<file path="config.mk">
export PLATFORM = sky130hd
export DESIGN_NAME = pixel_id_plurality_vote
export DESIGN_NICKNAME = d
export VERILOG_FILES = /design/src/design/pxv_pkg.sv /design/src/design/pxv_decode.sv /design/src/design/pxv_vote.sv /design/src/design/pixel_id_plurality_vote.sv
export SDC_FILE = /design/constraint.sdc
export NUM_CORES = 2
export LEC_CHECK = 0
export ABC_AREA = 1
export ABC_CLOCK_PERIOD_IN_PS = 9900
export BUFFER_PORTS_ARGS = -buffer_cell sky130_fd_sc_hd__buf_2
export CELL_PAD_IN_SITES_DETAIL_PLACEMENT = 1
export CELL_PAD_IN_SITES_GLOBAL_PLACEMENT = 2
export CORE_AREA = 5 5 501 503
export DETAILED_ROUTE_END_ITERATION = 7
export DIE_AREA = 0 0 506 508
export PLACE_DENSITY = 0.8
export RECOVER_POWER = 100
export SYNTH_ARGS = -nofsm -noshare
export SYNTH_HDL_FRONTEND = slang
export SYNTH_SLANG_ARGS = --single-unit
export TNS_END_PERCENT = 30
</file>
<file path="constraint.sdc">
create_clock -name i_clk -period 9.9 [get_ports i_clk]
set_clock_uncertainty 0.2 [all_clocks]
set_input_delay 0.495 -clock i_clk [delete_from_list [all_inputs] [get_ports i_clk]]
set_output_delay 0.495 -clock i_clk [all_outputs]
set_load 0.005 [all_outputs]
</file>
<file path="src/design/pxv_pkg.sv">
// Shared types, constants and the ID decode for the pixel ID plurality vote block.
package pxv_pkg;

    localparam int MAX_OBJECTS_DEF = 256;
    localparam int PIX_W           = 32;
    localparam int CFG_W           = 9;
    localparam int CNT_W           = 9;
    localparam int OBJ_OUT_W       = 8;
    localparam int RES_TDATA_W     = 24;

    localparam logic [CNT_W-1:0] COUNT_MAX = '1;

    typedef struct packed {
        logic vote;
        logic last;
    } t_pix_ctl;

    typedef struct packed {
        logic                 found;
        logic [OBJ_OUT_W-1:0] object_index;
        logic [CNT_W-1:0]     vote_count;
    } t_result;

    // Rotate right by 8 so the low byte lands on top, then drop one (ID zero is background).
    function automatic logic [PIX_W-1:0] decode_id(input logic [PIX_W-1:0] w);
        return {w[7:0], w[PIX_W-1:8]} - PIX_W'(1);
    endfunction

endpackage

</file>
<file path="src/design/pxv_decode.sv">
// Pixel decode: ID extraction and range check against the object count.
module pxv_decode
    import pxv_pkg::*;
#(
    parameter int MAX_OBJECTS = MAX_OBJECTS_DEF,
    parameter int IDX_W       = (MAX_OBJECTS > 1) ? $clog2(MAX_OBJECTS) : 1
) (
    input  logic [PIX_W-1:0] i_pixel_word,
    input  logic             i_last_pixel,
    input  logic [CFG_W-1:0] i_object_count,
    output logic [IDX_W-1:0] o_id,
    output t_pix_ctl         o_ctl
);

    logic [PIX_W-1:0] id_full;

    always_comb begin
        id_full    = decode_id(i_pixel_word);
        o_id       = id_full[IDX_W-1:0];
        o_ctl.last = i_last_pixel;
        // Clamp the count to capacity by testing both limits.
        o_ctl.vote = (id_full < PIX_W'(i_object_count)) && (id_full < PIX_W'(MAX_OBJECTS));
    end

endmodule

</file>
<file path="src/design/pxv_vote.sv">
// Vote stage: per-object counter memory, read-modify-write with bypass, running winner.
module pxv_vote
    import pxv_pkg::*;
#(
    parameter int MAX_OBJECTS = MAX_OBJECTS_DEF,
    parameter int IDX_W       = (MAX_OBJECTS > 1) ? $clog2(MAX_OBJECTS) : 1
) (
    input  logic             i_clk,
    input  logic             i_rst_n,
    input  logic             i_valid,
    output logic             o_ready,
    input  logic [IDX_W-1:0] i_id,
    input  t_pix_ctl         i_ctl,
    input  logic             i_res_ready,
    output logic             o_res_valid,
    output t_result          o_res
);

    logic [CNT_W-1:0]       r_mem [MAX_OBJECTS];
    logic [MAX_OBJECTS-1:0] r_seen;
    logic [CNT_W-1:0]       r_rd;
    logic                   r_fwd;
    logic [CNT_W-1:0]       r_fwd_cnt;
    logic                   r_a_vld;
    logic [IDX_W-1:0]       r_a_id;
    t_pix_ctl               r_a_ctl;
    logic [CNT_W-1:0]       r_best_cnt;
    logic [IDX_W-1:0]       r_best_obj;
    logic                   r_have;

    logic             a_stall;
    logic             a_fire;
    logic             accept;
    logic [CNT_W-1:0] cur_cnt;
    logic [CNT_W-1:0] inc_cnt;
    logic             do_inc;
    logic             win;
    logic [CNT_W-1:0] n_best_cnt;
    logic [IDX_W-1:0] n_best_obj;
    logic             n_have;

    always_comb begin
        a_stall = r_a_vld && r_a_ctl.last && !i_res_ready;
        o_ready = !a_stall;
        accept  = i_valid && o_ready;
        a_fire  = r_a_vld && !a_stall;

        // Take the bypassed count when the previous pixel just wrote this entry.
        if (r_fwd) begin
            cur_cnt = r_fwd_cnt;
        end else if (r_seen[r_a_id]) begin
            cur_cnt = r_rd;
        end else begin
            cur_cnt = '0;
        end
        do_inc  = r_a_ctl.vote && (cur_cnt != COUNT_MAX);
        inc_cnt = cur_cnt + CNT_W'(1);
        win     = do_inc && (!r_have || (inc_cnt > r_best_cnt));

        n_best_cnt = win ? inc_cnt : r_best_cnt;
        n_best_obj = win ? r_a_id  : r_best_obj;
        n_have     = win || r_have;

        o_res_valid        = a_fire && r_a_ctl.last;
        o_res.found        = n_have;
        o_res.object_index = n_have ? OBJ_OUT_W'(n_best_obj) : '0;
        o_res.vote_count   = n_have ? n_best_cnt : '0;
    end

    // Counter memory: write on increment, registered read on transfer.
    always_ff @(posedge i_clk) begin
        if (a_fire && do_inc) begin
            r_mem[r_a_id] <= inc_cnt;
        end
        if (accept) begin
            r_rd      <= r_mem[i_id];
            r_fwd_cnt <= inc_cnt;
            r_a_id    <= i_id;
            r_a_ctl   <= i_ctl;
        end
    end

    always_ff @(posedge i_clk) begin
        if (!i_rst_n) begin
            r_a_vld    <= 1'b0;
            r_fwd      <= 1'b0;
            r_seen     <= '0;
            r_best_cnt <= '0;
            r_best_obj <= '0;
            r_have     <= 1'b0;
        end else begin
            if (accept) begin
                r_a_vld <= 1'b1;
                r_fwd   <= a_fire && do_inc && !r_a_ctl.last && (i_id == r_a_id);
            end else if (a_fire) begin
                r_a_vld <= 1'b0;
                r_fwd   <= 1'b0;
            end

            if (a_fire) begin
                if (r_a_ctl.last) begin
                    // Window done: drop all counts and the winner.
                    r_seen     <= '0;
                    r_best_cnt <= '0;
                    r_best_obj <= '0;
                    r_have     <= 1'b0;
                end else begin
                    if (do_inc) begin
                        r_seen[r_a_id] <= 1'b1;
                    end
                    r_best_cnt <= n_best_cnt;
                    r_best_obj <= n_best_obj;
                    r_have     <= n_have;
                end
            end
        end
    end

    a_clear_after_last: assert property (@(posedge i_clk) disable iff (!i_rst_n)
        (a_fire && r_a_ctl.last) |=> (!r_have && r_best_cnt == '0 && r_seen == '0))
        else $error("window state not cleared after last pixel");

    a_winner_count: assert property (@(posedge i_clk) disable iff (!i_rst_n)
        r_have == (r_best_cnt != '0))
        else $error("winner flag disagrees with best count");

    a_fwd_needs_item: assert property (@(posedge i_clk) disable iff (!i_rst_n)
        r_fwd |-> r_a_vld)
        else $error("bypass armed with no pixel in stage");

    a_stall_holds: assert property (@(posedge i_clk) disable iff (!i_rst_n)
        a_stall |=> (r_a_vld && r_a_ctl.last && $stable(r_a_id)))
        else $error("stalled last pixel lost");

endmodule

</file>
<file path="src/design/pixel_id_plurality_vote.sv">
// Top level: stream ports, object count register and result output register.
// Throughput: one pixel per cycle; only a last pixel waits, while the previous result is held.
// A last pixel is registered in the vote stage, together with its counter memory read, and its result
// is then registered in the result register that drives m_axis; a held result stalls it in the vote stage.
// Reset (i_rst_n low, synchronous): object count goes to 0, counts read as zero at once
// through per-entry valid bits, no winner held; no clearing pass is needed.
module pixel_id_plurality_vote
    import pxv_pkg::*;
#(
    parameter int MAX_OBJECTS = MAX_OBJECTS_DEF
) (
    input  logic                   i_clk,
    input  logic                   i_rst_n,
    input  logic                   s_axis_tvalid,
    output logic                   s_axis_tready,
    input  logic [PIX_W-1:0]       s_axis_tdata,   // pixel_word
    input  logic                   s_axis_tlast,   // last_pixel
    output logic                   m_axis_tvalid,
    input  logic                   m_axis_tready,
    output logic [RES_TDATA_W-1:0] m_axis_tdata,   // found, object_index[8:1], vote_count[17:9]
    input  logic                   i_cfg_valid,
    output logic                   o_cfg_ready,
    input  logic [CFG_W-1:0]       i_cfg_data
);

    localparam int IDX_W = (MAX_OBJECTS > 1) ? $clog2(MAX_OBJECTS) : 1;

    logic [CFG_W-1:0] r_object_count;
    logic             r_o_vld;
    t_result          r_o_res;

    logic [IDX_W-1:0] dec_id;
    t_pix_ctl         dec_ctl;
    logic             res_ready;
    logic             res_valid;
    t_result          res;

    pxv_decode #(
        .MAX_OBJECTS (MAX_OBJECTS),
        .IDX_W       (IDX_W)
    ) u_decode (
        .i_pixel_word   (s_axis_tdata),
        .i_last_pixel   (s_axis_tlast),
        .i_object_count (r_object_count),
        .o_id           (dec_id),
        .o_ctl          (dec_ctl)
    );

    pxv_vote #(
        .MAX_OBJECTS (MAX_OBJECTS),
        .IDX_W       (IDX_W)
    ) u_vote (
        .i_clk       (i_clk),
        .i_rst_n     (i_rst_n),
        .i_valid     (s_axis_tvalid),
        .o_ready     (s_axis_tready),
        .i_id        (dec_id),
        .i_ctl       (dec_ctl),
        .i_res_ready (res_ready),
        .o_res_valid (res_valid),
        .o_res       (res)
    );

    assign res_ready     = !r_o_vld || m_axis_tready;
    assign o_cfg_ready   = 1'b1;
    assign m_axis_tvalid = r_o_vld;
    assign m_axis_tdata  = {(RES_TDATA_W - CNT_W - OBJ_OUT_W - 1)'(0),
                            r_o_res.vote_count, r_o_res.object_index, r_o_res.found};

    always_ff @(posedge i_clk) begin
        if (!i_rst_n) begin
            r_object_count <= '0;
            r_o_vld        <= 1'b0;
        end else begin
            if (i_cfg_valid && o_cfg_ready) begin
                r_object_count <= i_cfg_data;
            end
            if (res_valid) begin
                r_o_vld <= 1'b1;
            end else if (m_axis_tready) begin
                r_o_vld <= 1'b0;
            end
        end
    end

    // Result payload: load on the last pixel, hold while stalled.
    always_ff @(posedge i_clk) begin
        if (res_valid) begin
            r_o_res <= res;
        end
    end

endmodule

</file>
Word-level counts from Yosys, hierarchy flattened
Memory sizes are Yosys's and may differ from the RTL's. A register that Yosys moved wholly into a read port is not among the register bits.
Cells that the tools add are included.
W data, S select, Z words.

word-level totals
  register bits after elaboration = 323
  bits in latches = 0
  RAM bits = 2304
  bits in read-only memories = 0
  bits of input ports = 47
  output and inout port bits = 27
  logic and storage cells = 70
  memories = 1

operators by class
  add/subtract/negate cells = 2
  multipliers = 0
  div/mod/pow operators = 0
  order comparisons = 5
  eq/ne operators = 2
  shifts and indexed selects = 0
  muxes and demuxes = 20
  bitwise logic cells = 1
  reductions and logical operators = 24

memory list
  memory        depth  width  read ports  clocked after Yosys merged registers in  wr ports  line            text
  u_vote.r_mem  256    9      1           1                                        1         pxv_vote.sv:19  logic [CNT_W-1:0] r_mem [MAX_OBJECTS];

operators with widths
  cell                     number
  $mux W256                2
  $or A256 B256 Y256       1
  $mux W9                  4
  $lt A32 B9 Y1            1
  $lt A32 B9 Y1 const B    1
  $sub A32 B1 Y32 const B  1
  $mux W8                  2
  $logic_and A1 B1 Y1      12
  $mux W1                  10
  $add A9 B1 Y9 const B    1
  $gt A9 B9 Y1             1
  $lt A8 B9 Y1 const B     1
  $ne A9 B9 Y1 const B     1
  $bmux W1 S8              1
  $demux W1 S8             1
  $eq A8 B8 Y1             1
  $ge A8 B1 Y1 const B     1
  $reduce_bool A2 Y1       3
  $logic_not A1 Y1         5
  $logic_or A1 B1 Y1       3
  $reduce_and A2 Y1        1

Longest topological paths before layout
  word-level depth = 10
  mapped depth = 39
  depth with buffers taken out = 36

Hierarchy
A second synthesis with hierarchy kept.

unflattened totals
  cell total of the unflattened synthesis = 9735
  area total of the unflattened synthesis = 108972.0 um^2

modules (own cells, without submodules)
  module                   times used  cells each  area each (um^2)
  pxv_vote                 1           9407        106804.9
  pxv_decode               1           257         1218.7
  pixel_id_plurality_vote  1           71          948.4

Worst setup path before layout
Ideal clock, no wire load.

  path kind = flip-flop to flip-flop
  from = register u_vote.r_a_id[0]
  to = register u_vote.r_best_cnt[8]
  library setup time = 65 ps
  arrival time = 8816 ps
  slack = 819 ps
  cell stages (with the launch flop) = 32
  cells stage by stage = edfxtp_1 buf_6 buf_6 buf_6 nand2_1 o21ai_0 nand2_1 nand2_1 nand2_1 nand2_1 o21ai_0 nand2_1 o21ai_0 nand2_1 nor2_2 o21ai_4 inv_2 nor2_1 nand2_1 nand2_1 nand2_1 ha_1 a21oi_1 nor2_1 o32ai_1 a21oi_1 inv_1 clkbuf_1 o21ai_0 o22ai_1 inv_1 nor2_1

on the way
  word-level cells in the longest chain between the ends = 10
  elaborated cells between the ends (all ways) = 12
  those cells by class = add/sub: 1; order compare: 1; eq/ne: 1; mux: 6; reduce/logical: 3

ends and longest elaborated chain
  what                           line             text
  from (decl)                    pxv_vote.sv:25   logic [IDX_W-1:0] r_a_id;
  from (signal assigned)         pxv_vote.sv:78   r_a_id <= i_id;
  $bmux W1 S8                    pxv_vote.sv:51   end else if (r_seen[r_a_id]) begin
  $mux W1 (not written as such)  pxv_vote.sv:51
  $mux W9                        pxv_vote.sv:51
  $mux W9                        pxv_vote.sv:49   if (r_fwd) begin
  $add A9 B1 Y9                  pxv_vote.sv:57   inc_cnt = cur_cnt + CNT_W'(1);
  named net u_vote.inc_cnt[0]    pxv_vote.sv:35   logic [CNT_W-1:0] inc_cnt;
  $gt A9 B9 Y1                   pxv_vote.sv:58   win = do_inc && (!r_have || (inc_cnt > r_best_cnt));
  $logic_or A1 B1 Y1             pxv_vote.sv:58
  $logic_and A1 B1 Y1            pxv_vote.sv:58
  $mux W9                        pxv_vote.sv:60   n_best_cnt = win ? inc_cnt : r_best_cnt;
  $mux W9                        pxv_vote.sv:101  if (r_a_ctl.last) begin
  to (signal assigned)           pxv_vote.sv:111  r_best_cnt <= n_best_cnt;
  to (decl)                      pxv_vote.sv:27   logic [CNT_W-1:0] r_best_cnt;

The timed path passes the listed nets, and every way through them passes these cells. The select of a mux whose other input is x is not followed.
A chain may end at the register's enable or synchronous reset.

Worst setup path after layout
  from = input port s_axis_tdata[8]
  to = register u_vote.r_rd[3], read port of u_vote.r_mem (data pin)

on the way
  word-level cells in the longest chain between the ends = 1

ends and longest elaborated chain
  what             line                           text
  from (decl)      pixel_id_plurality_vote.sv:16  input logic [PIX_W-1:0] s_axis_tdata,
  $sub A32 B1 Y32  pxv_pkg.sv:26                  return {w[7:0], w[PIX_W-1:8]} - PIX_W'(1);
  to (decl)        pxv_vote.sv:21                 logic [CNT_W-1:0] r_rd;

No other way between the ends.

==> impl_results.md <==
* GRT Resource Usage Total at approximately 27%
* Worst Hold Depth at 2
* Worst-margin pin slew at 3.54 ns
* CTS Root Cell: clkbuf_16
* Total wire length at roughly 360000 microns
* Peak VDD IR at 0.145 mV
* Fin Setup TNS at 0 ns
* Pwr dens at 203 nW/um^2
* Crit-path max FO at 74
* Share of cells above drive strength 1 at around 6.7%
* Core Area at 245000 sq um
* Seq/Total Area, Yosys at 70.8%
* Row count at roughly 180
* Mean Syn Cell Area at about 11 sq um
* Setup crit end kind: flop
* Drt initial violations at a little under 8000
* Period Utilization, post-route at approximately 94%
* Slowest CP cell: clkbuf_1
* Reg2reg setup slack at roughly 0.97 ns
* Peak per-stage delay on the critical path at between 2 and 2.5 ns
* Post-Syn Area at around 110000 sq um
* Reg2Reg Capture Point: u_vote.r_mem[235][7]
* Avg WL per Cell at ~28 microns
* CP required at approximately 10 ns
* H-Tree Depth at 5
* Postcts setup bufs at 0
* Worst path arrival time at 9.77 ns
* # setup viols final at 0
* Nets at about 9400
* Routed vias/inst at around 6.0
* Die extent in x at ~500 microns
* DIE AREA at 257000 sq um
* Syn Inst Count at 9519
* IO Pins at 74
* Inst Count DP at around 12000
* Starting density of the core at 43.9%
* End point of the worst hold path: u_vote.r_a_ctl[0]
* Leakage at between 0.04 and 0.05 uW
* Initial antenna violation count at 11
* Reg-to-Reg Start: u_vote.r_a_id[1]
* RePlAce Congestion at about 0.84
* Startpoint types: input pin
* Number of vias in the routed layout at 77200
* Clock slew at reported path FFs at ~0.06 ns
* CTS tree: built
* FF-to-FF path depth at 19
* First-pass GRT wire length at about 530000 microns
* Drt pass-1 iters at 6
* Max-slew violation count at between 1500 and 2000
* Violated checks: capacitance limit, slew limit
* Worst path cell trace: buf_8 > clkinvlp_2 > ha_1 > inv_1 > nor2_1 > xor2_4 > buf_12 > inv_1 > clkbuf_1 > o21ai_0 > o22ai_1 > nor2_1 > o22ai_1
* CTS Buf Count at 300
* Setup repair after global routing missed its margin: no
* Vias in the first global route at 78700
* DPL Wire Length at between 200000 and 250000 microns
* GRT overflow at 0
* Max Cap Viol at 43
* Die height at 508 microns
* DR DRC count at 0
* Routed Antenna Nets at 0
* Fin cells at ~13000
* Minimum clock period at 9.32 ns
* Fill cells at approximately 26000
* Yosys warns at 0
* Hold Startpoint: s_axis_tlast
* Cell variety after synth at roughly 40
* Post-CTS Resized at 0
* Synthesized flop and latch total at 2636
* Largest net degree at the start of global routing at 206
* Final instance area at 120000 sq um
* Most frequent cells in the layout: 2350 x edfxtp_1, 1830 x nor2_1, 1596 x o21ai_0, 765 x o22ai_1, 742 x nand2_1
* Slew headroom at -136%
* Outcome: complete, but fails checks
* Layout area overhead at 11.6%
* Worst Hold Class: in -> reg
* DP Area at around 110000 sq um
* # clock sinks at 2636
* FMAX at between 100 and 150 MHz
* Most common cell after layout, fill and taps aside: edfxtp_1
* Worst-case clock buffer depth at 4
* Port Buffers at 66
* Final hold vios at 0
* Crit path kind: in -> reg
* Clock Latency Late Sink at ~0.93 ns
==> stage by stage <==
| step | worst slack (ns) | hold WS, ns | power [uW] | utilization (%) |
|---|---|---|---|---|
| 2_1_floorplan | 0.819 | 0.230 | 13200 | - |
| 3_3_place_gp | 1.86 | 0.237 | 14100 | 45.4 |
| 3_5_place_dp | 1.74 | 0.240 | 14100 | 45.4 |
| 4_1_cts | 1.69 | 0.0323 | 24500 | 49.3 |
| 5_1_grt | 0.452 | 0.0686 | 25100 | 49.0 |
| 6_report | 0.582 | 0.0919 | 24400 | 49.0 |
==> cells by family after synthesis <==
group | after synthesis | share of synthesized area, %
adders and majority gates | 20 | 0.232
DFF | 2636 | 70.8
buffers and inverters | 1116 | 4.10
other | 2 | 0.00697
xor gates and xnor gates | 18 | 0.146
and+or+nand+nor | 3011 | 11.1
AOI/OAI and AO/OA | 2716 | 13.6
==> sequential cells by signal, indices dropped and copies added, names as in the netlist <==
signal and cells:
m_axis_tdata 18, m_axis_tvalid 1, r_object_count 9, u_vote.r_a_ctl 2
u_vote.r_a_id 8, u_vote.r_a_vld 1, u_vote.r_best_cnt 9, u_vote.r_best_obj 8
u_vote.r_fwd 1, u_vote.r_fwd_cnt 9, u_vote.r_have 1, u_vote.r_mem 2304
u_vote.r_rd 9, u_vote.r_seen 256
==> what timing repair did <==
action                                  in CTS  in global routing
endpoints found under the setup margin       0                  0
hold endpoints to repair                    14                  0
hold buffers                                34                  0
==> power breakdown <==
group,switching [uW],internal (uW)
combinational,1470,457
clock,4390,6120
sequential,12.9,12000
total,5870,18500
==> critical path: cells and delay by family <==
family	cells	cell delay, ns
and+or+nand+nor	2	0.30
adders and majority gates	1	0.85
AOI/OAI and AO/OA	3	2.15
xor gates and xnor gates	1	0.17
buffers and inverters	6	5.56
==> metal layers <==
metal  vias up  wire length [microns]  track usage, %  part of all wire (%)
li1      33900                      -               -                     -
met4         2                  13900            9.83                   3.9
met3       672                  22800            3.83                   6.3
met5         -                     13               0                0.0036
met1     39900                 151000            36.9                    42
met2      2776                 172000            44.7                    48
==> final cells by class <==
class / count / area [sq um] / share of cell area, %
Clock buffer: 393 / 8100 / 6.74
Antenna cell: 8 / 20.0 / 0.0167
Timing Repair Buffer: 299 / 2140 / 1.78
Multi-Input combinational cell: 5772 / 27300 / 22.7
Sequential cell: 2636 / 76300 / 63.5
Clock inverter: 121 / 975 / 0.811
Inverter: 357 / 1410 / 1.17
Tap cell: 3220 / 4030 / 3.35
==> worst max path at each step <==
stage / end / cells past startpoint / startpoint
detailed placement: u_vote.r_best_obj[7] / 32 / u_vote.r_a_id[1]
floorplan: u_vote.r_best_cnt[8] / 31 / u_vote.r_a_id[0]
CTS: u_vote.r_best_obj[7] / 32 / u_vote.r_a_id[1]
global placement: u_vote.r_best_cnt[1] / 32 / u_vote.r_a_id[1]
finish: u_vote.r_rd[3] / 13 / s_axis_tdata[8]
global route: u_vote.r_mem[232][7] / 19 / u_vote.r_a_id[1]
==> synth_stat cells <==
| cell type | number | area, sq um |
|---|---|---|
| o21ai_0 | 1594 | 7980 |
| nand3_2 | 1 | 10.0 |
| a31oi_1 | 11 | 68.8 |
| o21ai_4 | 1 | 16.3 |
| edfxtp_1 | 2350 | 70600 |
| o22ai_1 | 765 | 4790 |
| nand3_1 | 303 | 1520 |
| nor4_1 | 58 | 363 |
| nor2_4 | 2 | 22.5 |
| inv_2 | 6 | 22.5 |
| o21a_1 | 1 | 7.51 |
| buf_4 | 12 | 90.1 |
| buf_2 | 47 | 235 |
| nand2_2 | 4 | 25.0 |
| nor2_2 | 4 | 25.0 |
| o2111ai_1 | 1 | 8.76 |
| clkbuf_2 | 1 | 5.00 |
| buf_6 | 16 | 180 |
| clkbuf_1 | 649 | 2440 |
| nor2_1 | 1860 | 6980 |
| a211oi_1 | 1 | 7.51 |
| xnor2_1 | 7 | 61.3 |
| and2_1 | 1 | 6.26 |
| conb_1 | 2 | 7.51 |
| nand3b_1 | 1 | 7.51 |
| dfxtp_1 | 286 | 5730 |
| o2111a_1 | 1 | 11.3 |
| a21oi_1 | 282 | 1410 |
| o32ai_1 | 5 | 43.8 |
| o31ai_1 | 2 | 15.0 |
| clkinv_1 | 6 | 22.5 |
| or4_1 | 2 | 15.0 |
| nand2_1 | 740 | 2780 |
| o21bai_1 | 5 | 37.5 |
| xor2_1 | 11 | 96.3 |
| nand4_1 | 22 | 138 |
| nor3_1 | 13 | 65.1 |
| ha_1 | 20 | 250 |
| o21ai_1 | 47 | 235 |
| inv_1 | 345 | 1290 |
| buf_1 | 34 | 128 |
(Power assumes the default switching activity.)
